$ cat src/rtl/lvst_pkg.sv
`timescale 1ns / 1ps
// ----------------------------------------------------------------------------
// lvst_pkg: shared types and constants of the light vote sun tracker
// Payload structs of both channels, the front-to-back job, the register file
// layout, register indexes, reset values and the fixed-point servo constants.
// ----------------------------------------------------------------------------
package lvst_pkg;

  localparam int HISTORY_DEPTH_DEF = 5;
  localparam int JOB_Q_DEPTH       = 2;
  localparam int RES_Q_DEPTH       = 2;

  localparam int MV_W     = 12;
  localparam int HOUR_W   = 5;
  localparam int ANGLE_W  = 8;
  localparam int CMPV_W   = 11;
  localparam int THR_W    = 5;
  localparam int CFG_A_W  = 3;
  localparam int CFG_D_W  = 12;

  // Register indexes on the configuration port.
  localparam logic [CFG_A_W-1:0] CFG_MARGIN_MV  = 3'd0;
  localparam logic [CFG_A_W-1:0] CFG_VOTE_THR   = 3'd1;
  localparam logic [CFG_A_W-1:0] CFG_STEP_DEG   = 3'd2;
  localparam logic [CFG_A_W-1:0] CFG_GAIN_X100  = 3'd3;
  localparam logic [CFG_A_W-1:0] CFG_NIGHT_HOUR = 3'd4;
  localparam logic [CFG_A_W-1:0] CFG_DAY_HOUR   = 3'd5;

  localparam logic [MV_W-1:0]    RST_MARGIN_MV  = 12'd20;
  localparam logic [THR_W-1:0]   RST_VOTE_THR   = 5'd3;
  localparam logic [ANGLE_W-1:0] RST_STEP_DEG   = 8'd10;
  localparam logic [7:0]         RST_GAIN_X100  = 8'd121;
  localparam logic [HOUR_W-1:0]  RST_NIGHT_HOUR = 5'd18;
  localparam logic [HOUR_W-1:0]  RST_DAY_HOUR   = 5'd6;

  // Decision codes.
  localparam logic [1:0] DEC_NONE  = 2'd0;
  localparam logic [1:0] DEC_LEFT  = 2'd1;
  localparam logic [1:0] DEC_RIGHT = 2'd2;

  localparam logic [ANGLE_W-1:0] ANGLE_MAX = 8'd180;

  // The compare value is 375 + floor(angle * gain / 48), since 18000 / 375 is 48.
  // The division is a shift by four followed by a multiply with ceil(2^13 / 3).
  localparam logic [CMPV_W-1:0] SERVO_BASE  = 11'd375;
  localparam logic [11:0]       RECIP_3     = 12'd2731;
  localparam int                RECIP_SHIFT = 13;

  typedef struct packed {
    logic [MV_W-1:0]   right_light_mv;
    logic [MV_W-1:0]   left_light_mv;
    logic [HOUR_W-1:0] hour_now;
  } lvst_in_t;

  typedef struct packed {
    logic [ANGLE_W-1:0] pan_angle;
    logic [CMPV_W-1:0]  servo_compare;
    logic               command_valid;
    logic               night_mode;
    logic [1:0]         decision;
  } lvst_out_t;

  typedef struct packed {
    logic            night;
    logic [MV_W-1:0] right_mv;
    logic [MV_W-1:0] left_mv;
  } lvst_job_t;

  typedef struct packed {
    logic [MV_W-1:0]    margin_mv;
    logic [THR_W-1:0]   vote_threshold;
    logic [ANGLE_W-1:0] step_degrees;
    logic [7:0]         gain_x100;
    logic [HOUR_W-1:0]  night_start_hour;
    logic [HOUR_W-1:0]  day_start_hour;
  } lvst_cfg_t;

endpackage

$ cat src/rtl/lvst_fifo.sv
`timescale 1ns / 1ps
// ----------------------------------------------------------------------------
// lvst_fifo: small register queue
// A few entries of any packed type, with push/full and pop/empty handshakes.
// ----------------------------------------------------------------------------
module lvst_fifo #(
  parameter type T     = logic,
  parameter int  DEPTH = 2
) (
  input  logic clk,
  input  logic rst_n,
  input  logic push,
  input  T     wdata,
  output logic full,
  input  logic pop,
  output T     rdata,
  output logic empty
);

  localparam int PTR_W = (DEPTH > 1) ? $clog2(DEPTH) : 1;
  localparam int CNT_W = $clog2(DEPTH + 1);

  T                 mem_r [DEPTH];
  logic [PTR_W-1:0] wr_ptr_r;
  logic [PTR_W-1:0] wr_ptr_nxt;
  logic [PTR_W-1:0] rd_ptr_r;
  logic [PTR_W-1:0] rd_ptr_nxt;
  logic [CNT_W-1:0] cnt_r;
  logic [CNT_W-1:0] cnt_nxt;
  logic             do_push;
  logic             do_pop;

  assign full    = (cnt_r == CNT_W'(DEPTH));
  assign empty   = (cnt_r == '0);
  assign do_push = push && !full;
  assign do_pop  = pop && !empty;
  assign rdata   = mem_r[rd_ptr_r];

  always_comb begin
    wr_ptr_nxt = wr_ptr_r;
    rd_ptr_nxt = rd_ptr_r;
    cnt_nxt    = cnt_r;
    if (do_push) begin
      wr_ptr_nxt = (wr_ptr_r == PTR_W'(DEPTH - 1)) ? '0 : wr_ptr_r + 1'b1;
    end
    if (do_pop) begin
      rd_ptr_nxt = (rd_ptr_r == PTR_W'(DEPTH - 1)) ? '0 : rd_ptr_r + 1'b1;
    end
    if (do_push && !do_pop) begin
      cnt_nxt = cnt_r + 1'b1;
    end else if (do_pop && !do_push) begin
      cnt_nxt = cnt_r - 1'b1;
    end
  end

  always_ff @(posedge clk) begin
    if (!rst_n) begin
      wr_ptr_r <= '0;
      rd_ptr_r <= '0;
      cnt_r    <= '0;
    end else begin
      wr_ptr_r <= wr_ptr_nxt;
      rd_ptr_r <= rd_ptr_nxt;
      cnt_r    <= cnt_nxt;
    end
  end

  always_ff @(posedge clk) begin
    if (do_push) begin
      mem_r[wr_ptr_r] <= wdata;
    end
  end

endmodule

$ cat src/rtl/lvst_front.sv
`timescale 1ns / 1ps
// ----------------------------------------------------------------------------
// lvst_front: input stage of the sun tracker
// Classifies each reading as night or day and queues it for the back end.
// ----------------------------------------------------------------------------
module lvst_front
  import lvst_pkg::*;
(
  input  logic              clk,
  input  logic              rst_n,
  input  logic              in_push,
  input  lvst_in_t          in_data,
  output logic              in_full,
  input  logic [HOUR_W-1:0] night_start_hour,
  input  logic [HOUR_W-1:0] day_start_hour,
  input  logic              job_pop,
  output lvst_job_t         job,
  output logic              job_empty
);

  lvst_job_t job_in;

  always_comb begin
    job_in.night    = (in_data.hour_now >= night_start_hour) ||
                      (in_data.hour_now < day_start_hour);
    job_in.right_mv = in_data.right_light_mv;
    job_in.left_mv  = in_data.left_light_mv;
  end

  lvst_fifo #(
    .T     (lvst_job_t),
    .DEPTH (JOB_Q_DEPTH)
  ) u_job_q (
    .clk   (clk),
    .rst_n (rst_n),
    .push  (in_push),
    .wdata (job_in),
    .full  (in_full),
    .pop   (job_pop),
    .rdata (job),
    .empty (job_empty)
  );

endmodule

$ cat src/rtl/lvst_back.sv
`timescale 1ns / 1ps
// ----------------------------------------------------------------------------
// lvst_back: history, vote counter and pan angle update
// Keeps the reading history as a rotating register line, counts votes one
// pair per cycle, steps and clamps the angle and computes the servo value.
// ----------------------------------------------------------------------------
module lvst_back
  import lvst_pkg::*;
#(
  parameter int HISTORY_DEPTH = HISTORY_DEPTH_DEF
) (
  input  logic      clk,
  input  logic      rst_n,
  input  lvst_cfg_t cfg,
  input  logic      job_empty,
  input  lvst_job_t job,
  output logic      job_pop,
  input  logic      res_full,
  output logic      res_push,
  output lvst_out_t res
);

  localparam int D      = HISTORY_DEPTH;
  localparam int IDX_W  = (D > 1) ? $clog2(D) : 1;
  localparam int FILL_W = $clog2(D + 1);
  localparam int CNT_W  = $clog2(D * D + 1);
  localparam int CMP_W  = (CNT_W > THR_W) ? CNT_W : THR_W;

  typedef enum logic [6:0] {
    S_IDLE   = 7'b0000001,
    S_CMP    = 7'b0000010,
    S_SKEW   = 7'b0000100,
    S_DECIDE = 7'b0001000,
    S_MUL    = 7'b0010000,
    S_DIV    = 7'b0100000,
    S_OUT    = 7'b1000000
  } state_t;

  state_t             state_r;
  state_t             state_nxt;
  logic [MV_W-1:0]    left_hist_r  [D];
  logic [MV_W-1:0]    right_hist_r [D];
  logic [FILL_W-1:0]  fill_r;
  logic [FILL_W-1:0]  fill_nxt;
  logic [ANGLE_W-1:0] angle_r;
  logic [ANGLE_W-1:0] angle_nxt;
  logic [IDX_W-1:0]   j_r;
  logic [IDX_W-1:0]   j_nxt;
  logic [IDX_W-1:0]   p_r;
  logic [IDX_W-1:0]   p_nxt;
  logic [CNT_W-1:0]   lv_r;
  logic [CNT_W-1:0]   lv_nxt;
  logic [CNT_W-1:0]   rv_r;
  logic [CNT_W-1:0]   rv_nxt;
  logic [MV_W-1:0]    outer_l_r;
  logic [MV_W-1:0]    outer_rt_r;
  logic               night_r;
  logic               night_nxt;
  logic               cmd_r;
  logic               cmd_nxt;
  logic [1:0]         decision_r;
  logic [1:0]         decision_nxt;
  logic [15:0]        prod_r;
  logic [15:0]        prod_nxt;
  logic [CMPV_W-1:0]  cmpv_r;
  logic [CMPV_W-1:0]  cmpv_nxt;
  logic               hist_shift;
  logic               hist_rot;
  logic [MV_W-1:0]    outer_l;
  logic [MV_W-1:0]    outer_rt;
  logic [MV_W:0]      right_sum;
  logic [MV_W:0]      left_sum;
  logic               left_hit;
  logic               right_hit;
  logic [ANGLE_W:0]   angle_up;
  logic [23:0]        quot_full;

  // The outer element of a pass sits at the head of the line in its first cycle.
  assign outer_l   = (j_r == '0) ? left_hist_r[0] : outer_l_r;
  assign outer_rt  = (j_r == '0) ? right_hist_r[0] : outer_rt_r;
  assign right_sum = (MV_W+1)'(right_hist_r[0]) + (MV_W+1)'(cfg.margin_mv);
  assign left_sum  = (MV_W+1)'(left_hist_r[0]) + (MV_W+1)'(cfg.margin_mv);
  assign left_hit  = (MV_W+1)'(outer_l) > right_sum;
  assign right_hit = (MV_W+1)'(outer_rt) > left_sum;
  assign angle_up  = (ANGLE_W+1)'(angle_r) + (ANGLE_W+1)'(cfg.step_degrees);
  assign quot_full = 24'(prod_r[15:4]) * 24'(RECIP_3);

  assign job_pop  = (state_r == S_IDLE) && !job_empty;
  assign res_push = (state_r == S_OUT) && !res_full;

  always_comb begin
    res.pan_angle     = angle_r;
    res.servo_compare = cmpv_r;
    res.command_valid = cmd_r;
    res.night_mode    = night_r;
    res.decision      = decision_r;
  end

  always_comb begin
    state_nxt    = state_r;
    fill_nxt     = fill_r;
    angle_nxt    = angle_r;
    j_nxt        = j_r;
    p_nxt        = p_r;
    lv_nxt       = lv_r;
    rv_nxt       = rv_r;
    night_nxt    = night_r;
    cmd_nxt      = cmd_r;
    decision_nxt = decision_r;
    prod_nxt     = prod_r;
    cmpv_nxt     = cmpv_r;
    hist_shift   = 1'b0;
    hist_rot     = 1'b0;
    unique case (state_r)
      S_IDLE: begin
        if (!job_empty) begin
          night_nxt    = job.night;
          decision_nxt = DEC_NONE;
          cmd_nxt      = 1'b0;
          if (job.night) begin
            cmd_nxt   = (angle_r != '0);
            angle_nxt = '0;
            state_nxt = S_MUL;
          end else begin
            hist_shift = 1'b1;
            if (fill_r == FILL_W'(D - 1)) begin
              fill_nxt  = '0;
              j_nxt     = '0;
              p_nxt     = '0;
              lv_nxt    = '0;
              rv_nxt    = '0;
              state_nxt = S_CMP;
            end else begin
              fill_nxt  = fill_r + 1'b1;
              state_nxt = S_MUL;
            end
          end
        end
      end
      S_CMP: begin
        hist_rot = 1'b1;
        lv_nxt   = lv_r + CNT_W'(left_hit);
        rv_nxt   = rv_r + CNT_W'(right_hit);
        if (j_r == IDX_W'(D - 1)) begin
          j_nxt     = '0;
          state_nxt = S_SKEW;
        end else begin
          j_nxt = j_r + 1'b1;
        end
      end
      S_SKEW: begin
        hist_rot = 1'b1;
        if (p_r == IDX_W'(D - 1)) begin
          state_nxt = S_DECIDE;
        end else begin
          p_nxt     = p_r + 1'b1;
          state_nxt = S_CMP;
        end
      end
      S_DECIDE: begin
        cmd_nxt   = (lv_r != '0) || (rv_r != '0);
        state_nxt = S_MUL;
        if (CMP_W'(lv_r) >= CMP_W'(cfg.vote_threshold)) begin
          decision_nxt = DEC_LEFT;
          angle_nxt    = (angle_up > (ANGLE_W+1)'(ANGLE_MAX)) ? ANGLE_MAX
                                                              : angle_up[ANGLE_W-1:0];
        end else if (CMP_W'(rv_r) >= CMP_W'(cfg.vote_threshold)) begin
          decision_nxt = DEC_RIGHT;
          angle_nxt    = (cfg.step_degrees > angle_r) ? '0 : angle_r - cfg.step_degrees;
        end
      end
      S_MUL: begin
        prod_nxt  = 16'(angle_r) * 16'(cfg.gain_x100);
        state_nxt = S_DIV;
      end
      S_DIV: begin
        cmpv_nxt  = SERVO_BASE + quot_full[RECIP_SHIFT +: CMPV_W];
        state_nxt = S_OUT;
      end
      S_OUT: begin
        if (!res_full) begin
          state_nxt = S_IDLE;
        end
      end
      default: begin
        state_nxt = S_IDLE;
      end
    endcase
  end

  always_ff @(posedge clk) begin
    if (!rst_n) begin
      state_r <= S_IDLE;
      fill_r  <= '0;
      angle_r <= '0;
      j_r     <= '0;
      p_r     <= '0;
    end else begin
      state_r <= state_nxt;
      fill_r  <= fill_nxt;
      angle_r <= angle_nxt;
      j_r     <= j_nxt;
      p_r     <= p_nxt;
    end
  end

  always_ff @(posedge clk) begin
    lv_r       <= lv_nxt;
    rv_r       <= rv_nxt;
    night_r    <= night_nxt;
    cmd_r      <= cmd_nxt;
    decision_r <= decision_nxt;
    prod_r     <= prod_nxt;
    cmpv_r     <= cmpv_nxt;
    if (state_r == S_CMP && j_r == '0) begin
      outer_l_r  <= left_hist_r[0];
      outer_rt_r <= right_hist_r[0];
    end
  end

  // New readings enter at the head; during a vote the line rotates toward the head.
  for (genvar g = 0; g < D; g++) begin : g_hist
    localparam int NXT = (g == D - 1) ? 0 : g + 1;
    localparam int PRV = (g == 0) ? 0 : g - 1;

    always_ff @(posedge clk) begin
      if (hist_shift) begin
        left_hist_r[g]  <= (g == 0) ? job.left_mv : left_hist_r[PRV];
        right_hist_r[g] <= (g == 0) ? job.right_mv : right_hist_r[PRV];
      end else if (hist_rot) begin
        left_hist_r[g]  <= left_hist_r[NXT];
        right_hist_r[g] <= right_hist_r[NXT];
      end
    end
  end

endmodule

$ cat src/rtl/light_vote_sun_tracker.sv
`timescale 1ns / 1ps
// ----------------------------------------------------------------------------
// light_vote_sun_tracker: pan-axis sun tracker deciding by vote count against a threshold
// Readings enter on a queue-style push/full port and results leave on a
// pop/empty port; one result is produced for every reading.
//
// Usage: push a reading while in_full is low. The oldest result is shown on
// out_data while out_empty is low and leaves when out_pop is high. Registers
// are written through cfg_valid/cfg_ready (always ready) with cfg_addr as
// the register index, while no reading is in flight.
// Back end: night readings and day readings that do not complete the
// history pass the multiply, divide and output states; a reading that
// completes the history first passes the vote counter, which compares
// one pair per cycle in its compare state with a skew step after each
// pass. Two queue entries sit on each side of the back end.
// Reset clears the queues, the fill count, the angle and the registers to
// their defaults. If the receiver stalls, finished results wait in the
// output queue and the input queue keeps accepting until both are full.
// ----------------------------------------------------------------------------
module light_vote_sun_tracker
  import lvst_pkg::*;
#(
  parameter int HISTORY_DEPTH = HISTORY_DEPTH_DEF
) (
  input  logic               clk,
  input  logic               rst_n,
  input  logic               in_push,
  input  lvst_in_t           in_data,
  output logic               in_full,
  output logic               out_empty,
  input  logic               out_pop,
  output lvst_out_t          out_data,
  input  logic               cfg_valid,
  output logic               cfg_ready,
  input  logic [CFG_A_W-1:0] cfg_addr,
  input  logic [CFG_D_W-1:0] cfg_wdata
);

  lvst_cfg_t cfg_r;
  lvst_cfg_t cfg_nxt;
  lvst_job_t job;
  logic      job_empty;
  logic      job_pop;
  lvst_out_t res;
  logic      res_push;
  logic      res_full;

  assign cfg_ready = 1'b1;

  always_comb begin
    cfg_nxt = cfg_r;
    if (cfg_valid) begin
      unique case (cfg_addr)
        CFG_MARGIN_MV:  cfg_nxt.margin_mv        = cfg_wdata;
        CFG_VOTE_THR:   cfg_nxt.vote_threshold   = cfg_wdata[THR_W-1:0];
        CFG_STEP_DEG:   cfg_nxt.step_degrees     = cfg_wdata[ANGLE_W-1:0];
        CFG_GAIN_X100:  cfg_nxt.gain_x100        = cfg_wdata[7:0];
        CFG_NIGHT_HOUR: cfg_nxt.night_start_hour = cfg_wdata[HOUR_W-1:0];
        CFG_DAY_HOUR:   cfg_nxt.day_start_hour   = cfg_wdata[HOUR_W-1:0];
        default:        cfg_nxt = cfg_r;
      endcase
    end
  end

  always_ff @(posedge clk) begin
    if (!rst_n) begin
      cfg_r.margin_mv        <= RST_MARGIN_MV;
      cfg_r.vote_threshold   <= RST_VOTE_THR;
      cfg_r.step_degrees     <= RST_STEP_DEG;
      cfg_r.gain_x100        <= RST_GAIN_X100;
      cfg_r.night_start_hour <= RST_NIGHT_HOUR;
      cfg_r.day_start_hour   <= RST_DAY_HOUR;
    end else begin
      cfg_r <= cfg_nxt;
    end
  end

  lvst_front u_front (
    .clk              (clk),
    .rst_n            (rst_n),
    .in_push          (in_push),
    .in_data          (in_data),
    .in_full          (in_full),
    .night_start_hour (cfg_r.night_start_hour),
    .day_start_hour   (cfg_r.day_start_hour),
    .job_pop          (job_pop),
    .job              (job),
    .job_empty        (job_empty)
  );

  lvst_back #(
    .HISTORY_DEPTH (HISTORY_DEPTH)
  ) u_back (
    .clk       (clk),
    .rst_n     (rst_n),
    .cfg       (cfg_r),
    .job_empty (job_empty),
    .job       (job),
    .job_pop   (job_pop),
    .res_full  (res_full),
    .res_push  (res_push),
    .res       (res)
  );

  lvst_fifo #(
    .T     (lvst_out_t),
    .DEPTH (RES_Q_DEPTH)
  ) u_res_q (
    .clk   (clk),
    .rst_n (rst_n),
    .push  (res_push),
    .wdata (res),
    .full  (res_full),
    .pop   (out_pop),
    .rdata (out_data),
    .empty (out_empty)
  );

endmodule

$ cat config.mk
export PLATFORM = sky130hd
export DESIGN_NAME = light_vote_sun_tracker
export DESIGN_NICKNAME = d
export VERILOG_FILES = /design/src/rtl/lvst_pkg.sv /design/src/rtl/lvst_fifo.sv /design/src/rtl/lvst_front.sv /design/src/rtl/lvst_back.sv /design/src/rtl/light_vote_sun_tracker.sv
export SDC_FILE = /design/constraint.sdc
export NUM_CORES = 1
export LEC_CHECK = 0
export BUFFER_PORTS_ARGS = -buffer_cell sky130_fd_sc_hd__buf_2
export CAP_MARGIN = 20
export CORE_MARGIN = 3
export CORE_UTILIZATION = 57
export DETAILED_ROUTE_END_ITERATION = 8
export PLACE_DENSITY = 0.77
export SETUP_SLACK_MARGIN = 0.02
export SLEW_MARGIN = 20
export SYNTH_ARGS = -nofsm -noshare
export SYNTH_HDL_FRONTEND = slang
export SYNTH_SLANG_ARGS = --single-unit
$ cat constraint.sdc
create_clock -name clk -period 5.5 [get_ports clk]
set_input_delay 0.825 -clock clk [delete_from_list [all_inputs] [get_ports clk]]
set_output_delay 0.825 -clock clk [all_outputs]
set_load 0.03 [all_outputs]
==> results.tsv, run 1 <==
stage	metric	value	unit
floorplan	start_util	0.579	
place	gp_congestion	0.864	
power	intPower	8450	µW
final_layout	drive_gt1_frac	0.176	
route	routedWlPerCell	16.9	µm
clock_network	cts_buffers	37	
global_route	overflow	0	
synthesis	ys_warn_count	0	
route	vias_per_cell	5.62	
route	drc	0	
setup_path	crit_slowest_cell	fa_1	
final_layout	design_area	23600	µm²
synthesis	synth_top_flop_cell	edfxtp_1	
min_path	min_path_type	register to register	
clock_network	clock-sinks	354	
setup_path	end_kind	register	
place	dp_hpwl	29500	µm
route	drt_pass1_iterations	5	
power	swShare	0.372	
final_layout	insertedDiodeCount	0	
final_layout	final_cell_mix	edfxtp_1, ha_1, inv_1	
global_route	grt_pass1_vias	13652	
power	p_clk_frac	0.184	
sta	worst_clock_skew	0.0153	ns
sta	final_hold_viol_count	0	
route	vias	13456	
final_layout	fill_cells	2797	
setup_path	cp_slowest_stage_delay	0.55	ns
floorplan	die_w	199	µm
sta	maxSlewHeadroom	0.286	
sta	max_freq	182	MHz
global_route	grt_use_total	0.209	
sta	slew_viol_final	0	
floorplan	rows	70	
place	place_inst	2321	
power	power_frac_comb	0.521	
setup_path	arrival	5.77	ns
clock_network	clk_latency	0.54	ns
synthesis	synth_edf_count	277	
synthesis	syn-num-nets	2134	
clock_network	path_clk_slew	0.06	ns
clock_network	cts_tree	built	
floorplan	die_height	199	µm
sta	setup_slack	0.00568	ns
place	port-buffer-count	73	
final_layout	nets	2235	
place	dp_slack	-0.206	ns
clock_network	holdBufCountCts	0	
global_route	grt_max_degree	145	
route	ant_nets	0	
global_route	antenna_found_initial	0	
setup_path	worst-path-max-fanout	3	
sta	fin_crit_sh	0.999	
power	p_total	13400	µW
synthesis	synthTopCellsByArea	edfxtp_1, ha_1, fa_1	
synthesis	ys_types	70	
clock_network	cts_root_buffer	clkbuf_16	
synthesis	yosysTopAreaCell	edfxtp_1	
setup_path	cp_cell_sequence	buf_4 -> ha_1 -> ha_1 -> fa_1 -> fa_1 -> inv_1 -> fa_1 -> inv_1 -> ha_1 -> and4_1 -> o211ai_1 -> o22ai_2 -> a221o_1 -> xor2_2 -> or3_4 -> o21a_1 -> o21a_1 -> o211ai_2 -> xnor2_1	
synthesis	syn_area	21200	µm²
route	drt_iter0_drc	814	
power	p_sw	4990	µW
global_route	grt_pass1_wl	66800	µm
synthesis	ys_seq_area_frac	0.465	
sta	setup_viol	0	
synthesis	syn_avg_cell_area	11.8	µm²
synthesis	synthCells	1796	
synthesis	ys_seq_elements	354	
floorplan	dieArea	39500	µm²
flow_run	drv_cap	0	
floorplan	core_area	36600	µm²
synthesis	yosysTopAreaCellShare	0.392	
clock_network	htreeDepth	2	
sta	min_period	5.49	ns
power	p_leak	0.00968	µW
power	seqPwrFrac	0.295	
final_layout	final_cells	2393	
power	ir_worst_vdd	738	µV
route	routed_wl	40500	µm
sta	tightest_slew	1.07	ns
sta	grt_setup_unrepaired	yes	
run_status	status	finished, final reports clean	
setup_path	start_kind	register	
final_layout	layout_commonest_cell	edfxtp_1	
setup_path	worstSetupPathType	register to register	
clock_network	cts_buffer_depth	3	
floorplan	io_pins	75	
setup_path	cp_data_required_time	5.78	ns
place	detailed_place.area	22300	µm²
synthesis	async_flop_share	0	
power	powerDensity	570	nW/µm²
final_layout	syn2layout_area_growth	11.3	%
-- worst paths after layout --
check,from,to,slack [ns],cells past startpoint
max,u_back.prod_r[11],u_back.cmpv_r[9],0.006,19
max reg2reg,u_back.prod_r[11],u_back.cmpv_r[9],0.006,19
min,u_back.cmpv_r[6],u_res_q.mem_r[0][10],0.45,0
min reg2reg,u_back.cmpv_r[6],u_res_q.mem_r[0][10],0.45,0
-- final cells by class --
cell class,instances,area (µm²),share of cell area
clock buffers,54,1010,0.0428
clock inverters,13,171,0.00727
inverters,178,668,0.0283
multi-input cells,1207,10500,0.447
flip-flops and latches,354,9860,0.418
well taps,468,586,0.0248
repair buffers,119,743,0.0315
-- per-layer routing --
metal / track usage / up-vias / share of wire / wire (µm)
met5: 0 / - / 0 / 0
met4: 0.0682 / 0 / 0.025 / 1010
met3: 0.0396 / 77 / 0.048 / 1940
met2: 0.342 / 287 / 0.47 / 19000
met1: 0.283 / 6560 / 0.46 / 18500
li1: - / 6532 / - / -
-- power by group through the flow --
stage / registers (µW) / clock network (µW) / logic [µW]
final: 3970 / 2470 / 7000
after global routing: 4010 / 2630 / 7970
after CTS: 3960 / 2530 / 6900
after floorplan: 3920 / 0 / 4900
after global placement: 3990 / 0 / 6390
after detailed placement: 4020 / 0 / 6610
-- registers in the layout, indices dropped and copies added (netlist names), 2 cells and up, named ones only --
register	count
u_back.left_hist_r	60
u_back.right_hist_r	60
u_front.u_job_q.mem_r	50
u_res_q.mem_r	46
cfg_r	43
u_back.outer_l_r	12
u_back.outer_rt_r	12
u_back.prod_r	12
u_back.cmpv_r	11
u_back.angle_r	8
u_back.state_r	7
u_back.lv_r	5
u_back.rv_r	5
u_back.fill_r	3
u_back.j_r	3
u_back.p_r	3
u_back.decision_r	2
u_front.u_job_q.cnt_r	2
u_res_q.cnt_r	2
-- timing repair --
item                       CTS  global route
resized for setup            5             9
pin swaps                   11             1
setup endpoints to repair    3             4
setup buffers                5             0
-- per-stage QoR --
step | hold WS [ns] | utilization | setup TNS, ns
global route | 0.447 | 0.644 | -0.412
floorplan | 0.421 | - | -0.0133
detailed placement | 0.431 | 0.609 | -0.385
CTS | 0.433 | 0.643 | 0
global placement | 0.424 | 0.608 | -0.120
finish | 0.446 | 0.644 | 0
-- synthesized netlist by cell type, types with 7 or more instances --
cell type / instances
clkbuf_1: 51
xor2_1: 23
o21bai_1: 13
nand2_1: 161
or3_1: 8
a21boi_0: 27
nand4_1: 7
edfxtp_1: 277
o21ai_0: 79
fa_1: 80
mux2_2: 142
inv_1: 178
nand2b_1: 10
ha_1: 209
mux2i_1: 34
a21o_1: 20
o21a_1: 18
o211ai_1: 9
nor2_1: 62
nand3_1: 23
nor3_1: 16
dfxtp_1: 77
nor2b_1: 28
a21oi_1: 58
xnor2_1: 39
and2_1: 55
-- critical path, delay by kind of cell (launching register included) --
kind	cells	cell delay [ns]
simple gates	2	0.54
xor+xnor	2	0.26
buf+inv	3	0.27
flops	1	0.41
fa+ha+maj	6	2.52
compound gates	6	1.24
-- cells by family after synthesis --
logic type	synth area share
and+or+nand+nor	0.0931
xor gates and xnor gates	0.0256
buffers and inverters	0.0424
muxes	0.0915
other	0.000177
DFF	0.465
adders and majority gates	0.199
AOI/OAI and AO/OA	0.0831
Note: power is estimated with default switching activity, not from simulation.
==> inputs of run 2 (changes only) <==
CORE_ASPECT_RATIO = 2   (was not set)
==> results.tsv, run 2 (synthesized netlist as in run 1, its figures left out) <==
stage	metric	value	unit
run_status	status	finished with violations	
run_status	violations	design-rule violations	
global_route	grt_max_degree	145	
route	drt_pass1_iterations	7	
sta	final_hold_viol_count	0	
global_route	grt_pass1_vias	14630	
setup_path	cp_cell_sequence	ha_4 -> fa_1 -> inv_2 -> fa_1 -> inv_2 -> fa_1 -> inv_1 -> fa_1 -> inv_2 -> ha_4 -> and4_1 -> o21ai_0 -> o21ai_2 -> buf_4 -> a41oi_1 -> xnor2_1 -> or3_4 -> o21a_1 -> o21a_1 -> o211ai_2 -> xnor2_1	
flow_run	drv_cap	0	
global_route	grt_use_total	0.230	
setup_path	start_kind	register	
route	routed_wl	45200	µm
clock_network	cts_buffer_depth	3	
final_layout	layout_commonest_cell	edfxtp_1	
clock_network	clock-sinks	354	
global_route	antenna_found_initial	1	
route	drc	1	
sta	min_period	5.47	ns
clock_network	cts_buffers	31	
min_path	min_path_type	input pin to register	
final_layout	drive_gt1_frac	0.188	
final_layout	final_cell_mix	edfxtp_1, ha_1, inv_1	
setup_path	cpMostUsedCell	fa_1	
sta	grt_setup_unrepaired	yes	
min_path	hold_start	in_data[6]	
clock_network	htreeDepth	1	
setup_path	worstSetupPathType	register to register	
power	swShare	0.401	
floorplan	die_w	142	µm
floorplan	start_util	0.580	
sta	maxSlewHeadroom	0.311	
final_layout	nets	2237	
sta	slew_viol_final	0	
final_layout	insertedDiodeCount	0	
setup_path	r2r-start	u_back.prod_r[5]	
sta	setup_viol	0	
place	gp_congestion	0.975	
route	vias_per_cell	5.68	
route	vias	13500	
setup_path	cp_data_required_time	5.84	ns
setup_path	cp-startpoint	u_back.prod_r[5]	
power	seqPwrFrac	0.286	
power	ir_worst_vdd	793	µV
sta	fin_crit_sh	0.994	
setup_path	crit_slowest_cell	fa_1	
route	ant_nets	0	
sta	setup_slack	0.0304	ns
final_layout	seq_area	9860	µm²
place	place_inst	2308	
floorplan	die_height	279	µm
final_layout	top_regs	u_back.left_hist_r (60), u_back.right_hist_r (60), u_front.u_job_q.mem_r (50)	
power	p_sw	5580	µW
floorplan	core_area	36500	µm²
sta	tightest_slew	1.03	ns
global_route	overflow	0	
sta	worst_clock_skew	0.0197	ns
global_route	grt_pass1_wl	72000	µm
floorplan	dieArea	39700	µm²
place	dp_slack	-0.324	ns
route	drt_iter0_drc	548	
power	p_clk_frac	0.151	
power	powerDensity	592	nW/µm²
route	routedWlPerCell	19.0	µm
power	power_frac_comb	0.563	
clock_network	cts_root_buffer	clkbuf_16	
setup_path	arrival	5.81	ns
setup_path	worst-path-max-fanout	3	
final_layout	multi_input_area	10700	µm²
floorplan	io_pins	75	
place	port-buffer-count	73	
setup_path	path_delay_family	adder cells	
place	dp_hpwl	35200	µm
final_layout	final_cells	2377	
power	p_leak	0.00961	µW
sta	max_freq	183	MHz
setup_path	end_kind	register	
clock_network	path_clk_slew	0.07	ns
final_layout	fill_cells	2807	
final_layout	syn2layout_area_growth	11.0	%
clock_network	cts_tree	built	
setup_path	cp_slowest_stage_delay	0.51	ns
setup_path	cp.buffers_inverters	5	
power	p_total	13900	µW
floorplan	rows	99	
power	intPower	8360	µW
clock_network	clk_latency	0.59	ns
-- run 2: changes by cell type in the layout (fill, tap and decap cells not counted), moves of 2 or more --
cell / change
ha_4: +6
ha_2: +3
clkinv_1: +3
bufinv_16: -3
a21oi_2: +2
and2_1: -2
ha_1: -9
a21oi_1: -2
and2_2: +2
buf_4: +9
clkbuf_1: -10
clkinvlp_4: +3
clkbuf_16: -6
-- run 2: final timing paths --
kind                                      end  slack (ns)  depth (start not counted)
setup reg to reg             u_back.cmpv_r[9]        0.03                         21
hold / removal    u_front.u_job_q.mem_r[0][1]        0.41                          1
hold reg to reg          u_res_q.mem_r[1][13]        0.45                          0
setup / recovery             u_back.cmpv_r[9]        0.03                         21
-- run 2: layout make-up --
| cell class | instances | area share |
|---|---|---|
| timing repair buffer | 127 | 0.0341 |
| tap | 454 | 0.0241 |
| inverter | 178 | 0.0284 |
| clock inverter | 20 | 0.00654 |
| clock buffer | 37 | 0.0344 |
| sequential | 354 | 0.419 |
| multi-input combinational | 1207 | 0.453 |
-- run 2: repair_timing --
| item | in CTS | in global routing |
|---|---|---|
| buffers inserted | 6 | 5 |
| pin swaps | 21 | 12 |
| hold buffers | 0 | 0 |
| resized for setup | 15 | 19 |
| endpoints found under the setup margin | 4 | 7 |
-- run 2: power groups by stage --
stage / registers, µW / logic (µW) / clock network [µW]
floorplan: 3920 / 4900 / 0
global placement: 4020 / 6610 / 0
detailed placement: 4050 / 6870 / 0
CTS: 3990 / 7300 / 2160
global route: 4030 / 8650 / 2250
finish: 3980 / 7850 / 2110
-- run 2: through the flow --
stage	util	TNS (ns)	area (µm²)	hold WS (ns)
2_1_floorplan	-	-0.0133	21200	0.421
3_3_place_gp	0.609	-0.397	22300	0.424
3_5_place_dp	0.609	-0.725	22300	0.431
4_1_cts	0.639	0	23400	0.386
5_1_grt	0.644	-0.238	23500	0.395
6_report	0.644	0	23500	0.415
-- run 2: metal layers --
layer	GRT usage	up-vias	wire, µm
li1	-	6529	-
met1	0.213	6535	14800
met2	0.467	289	26000
met3	0.0237	145	1370
met4	0.131	2	3010
met5	0	-	13
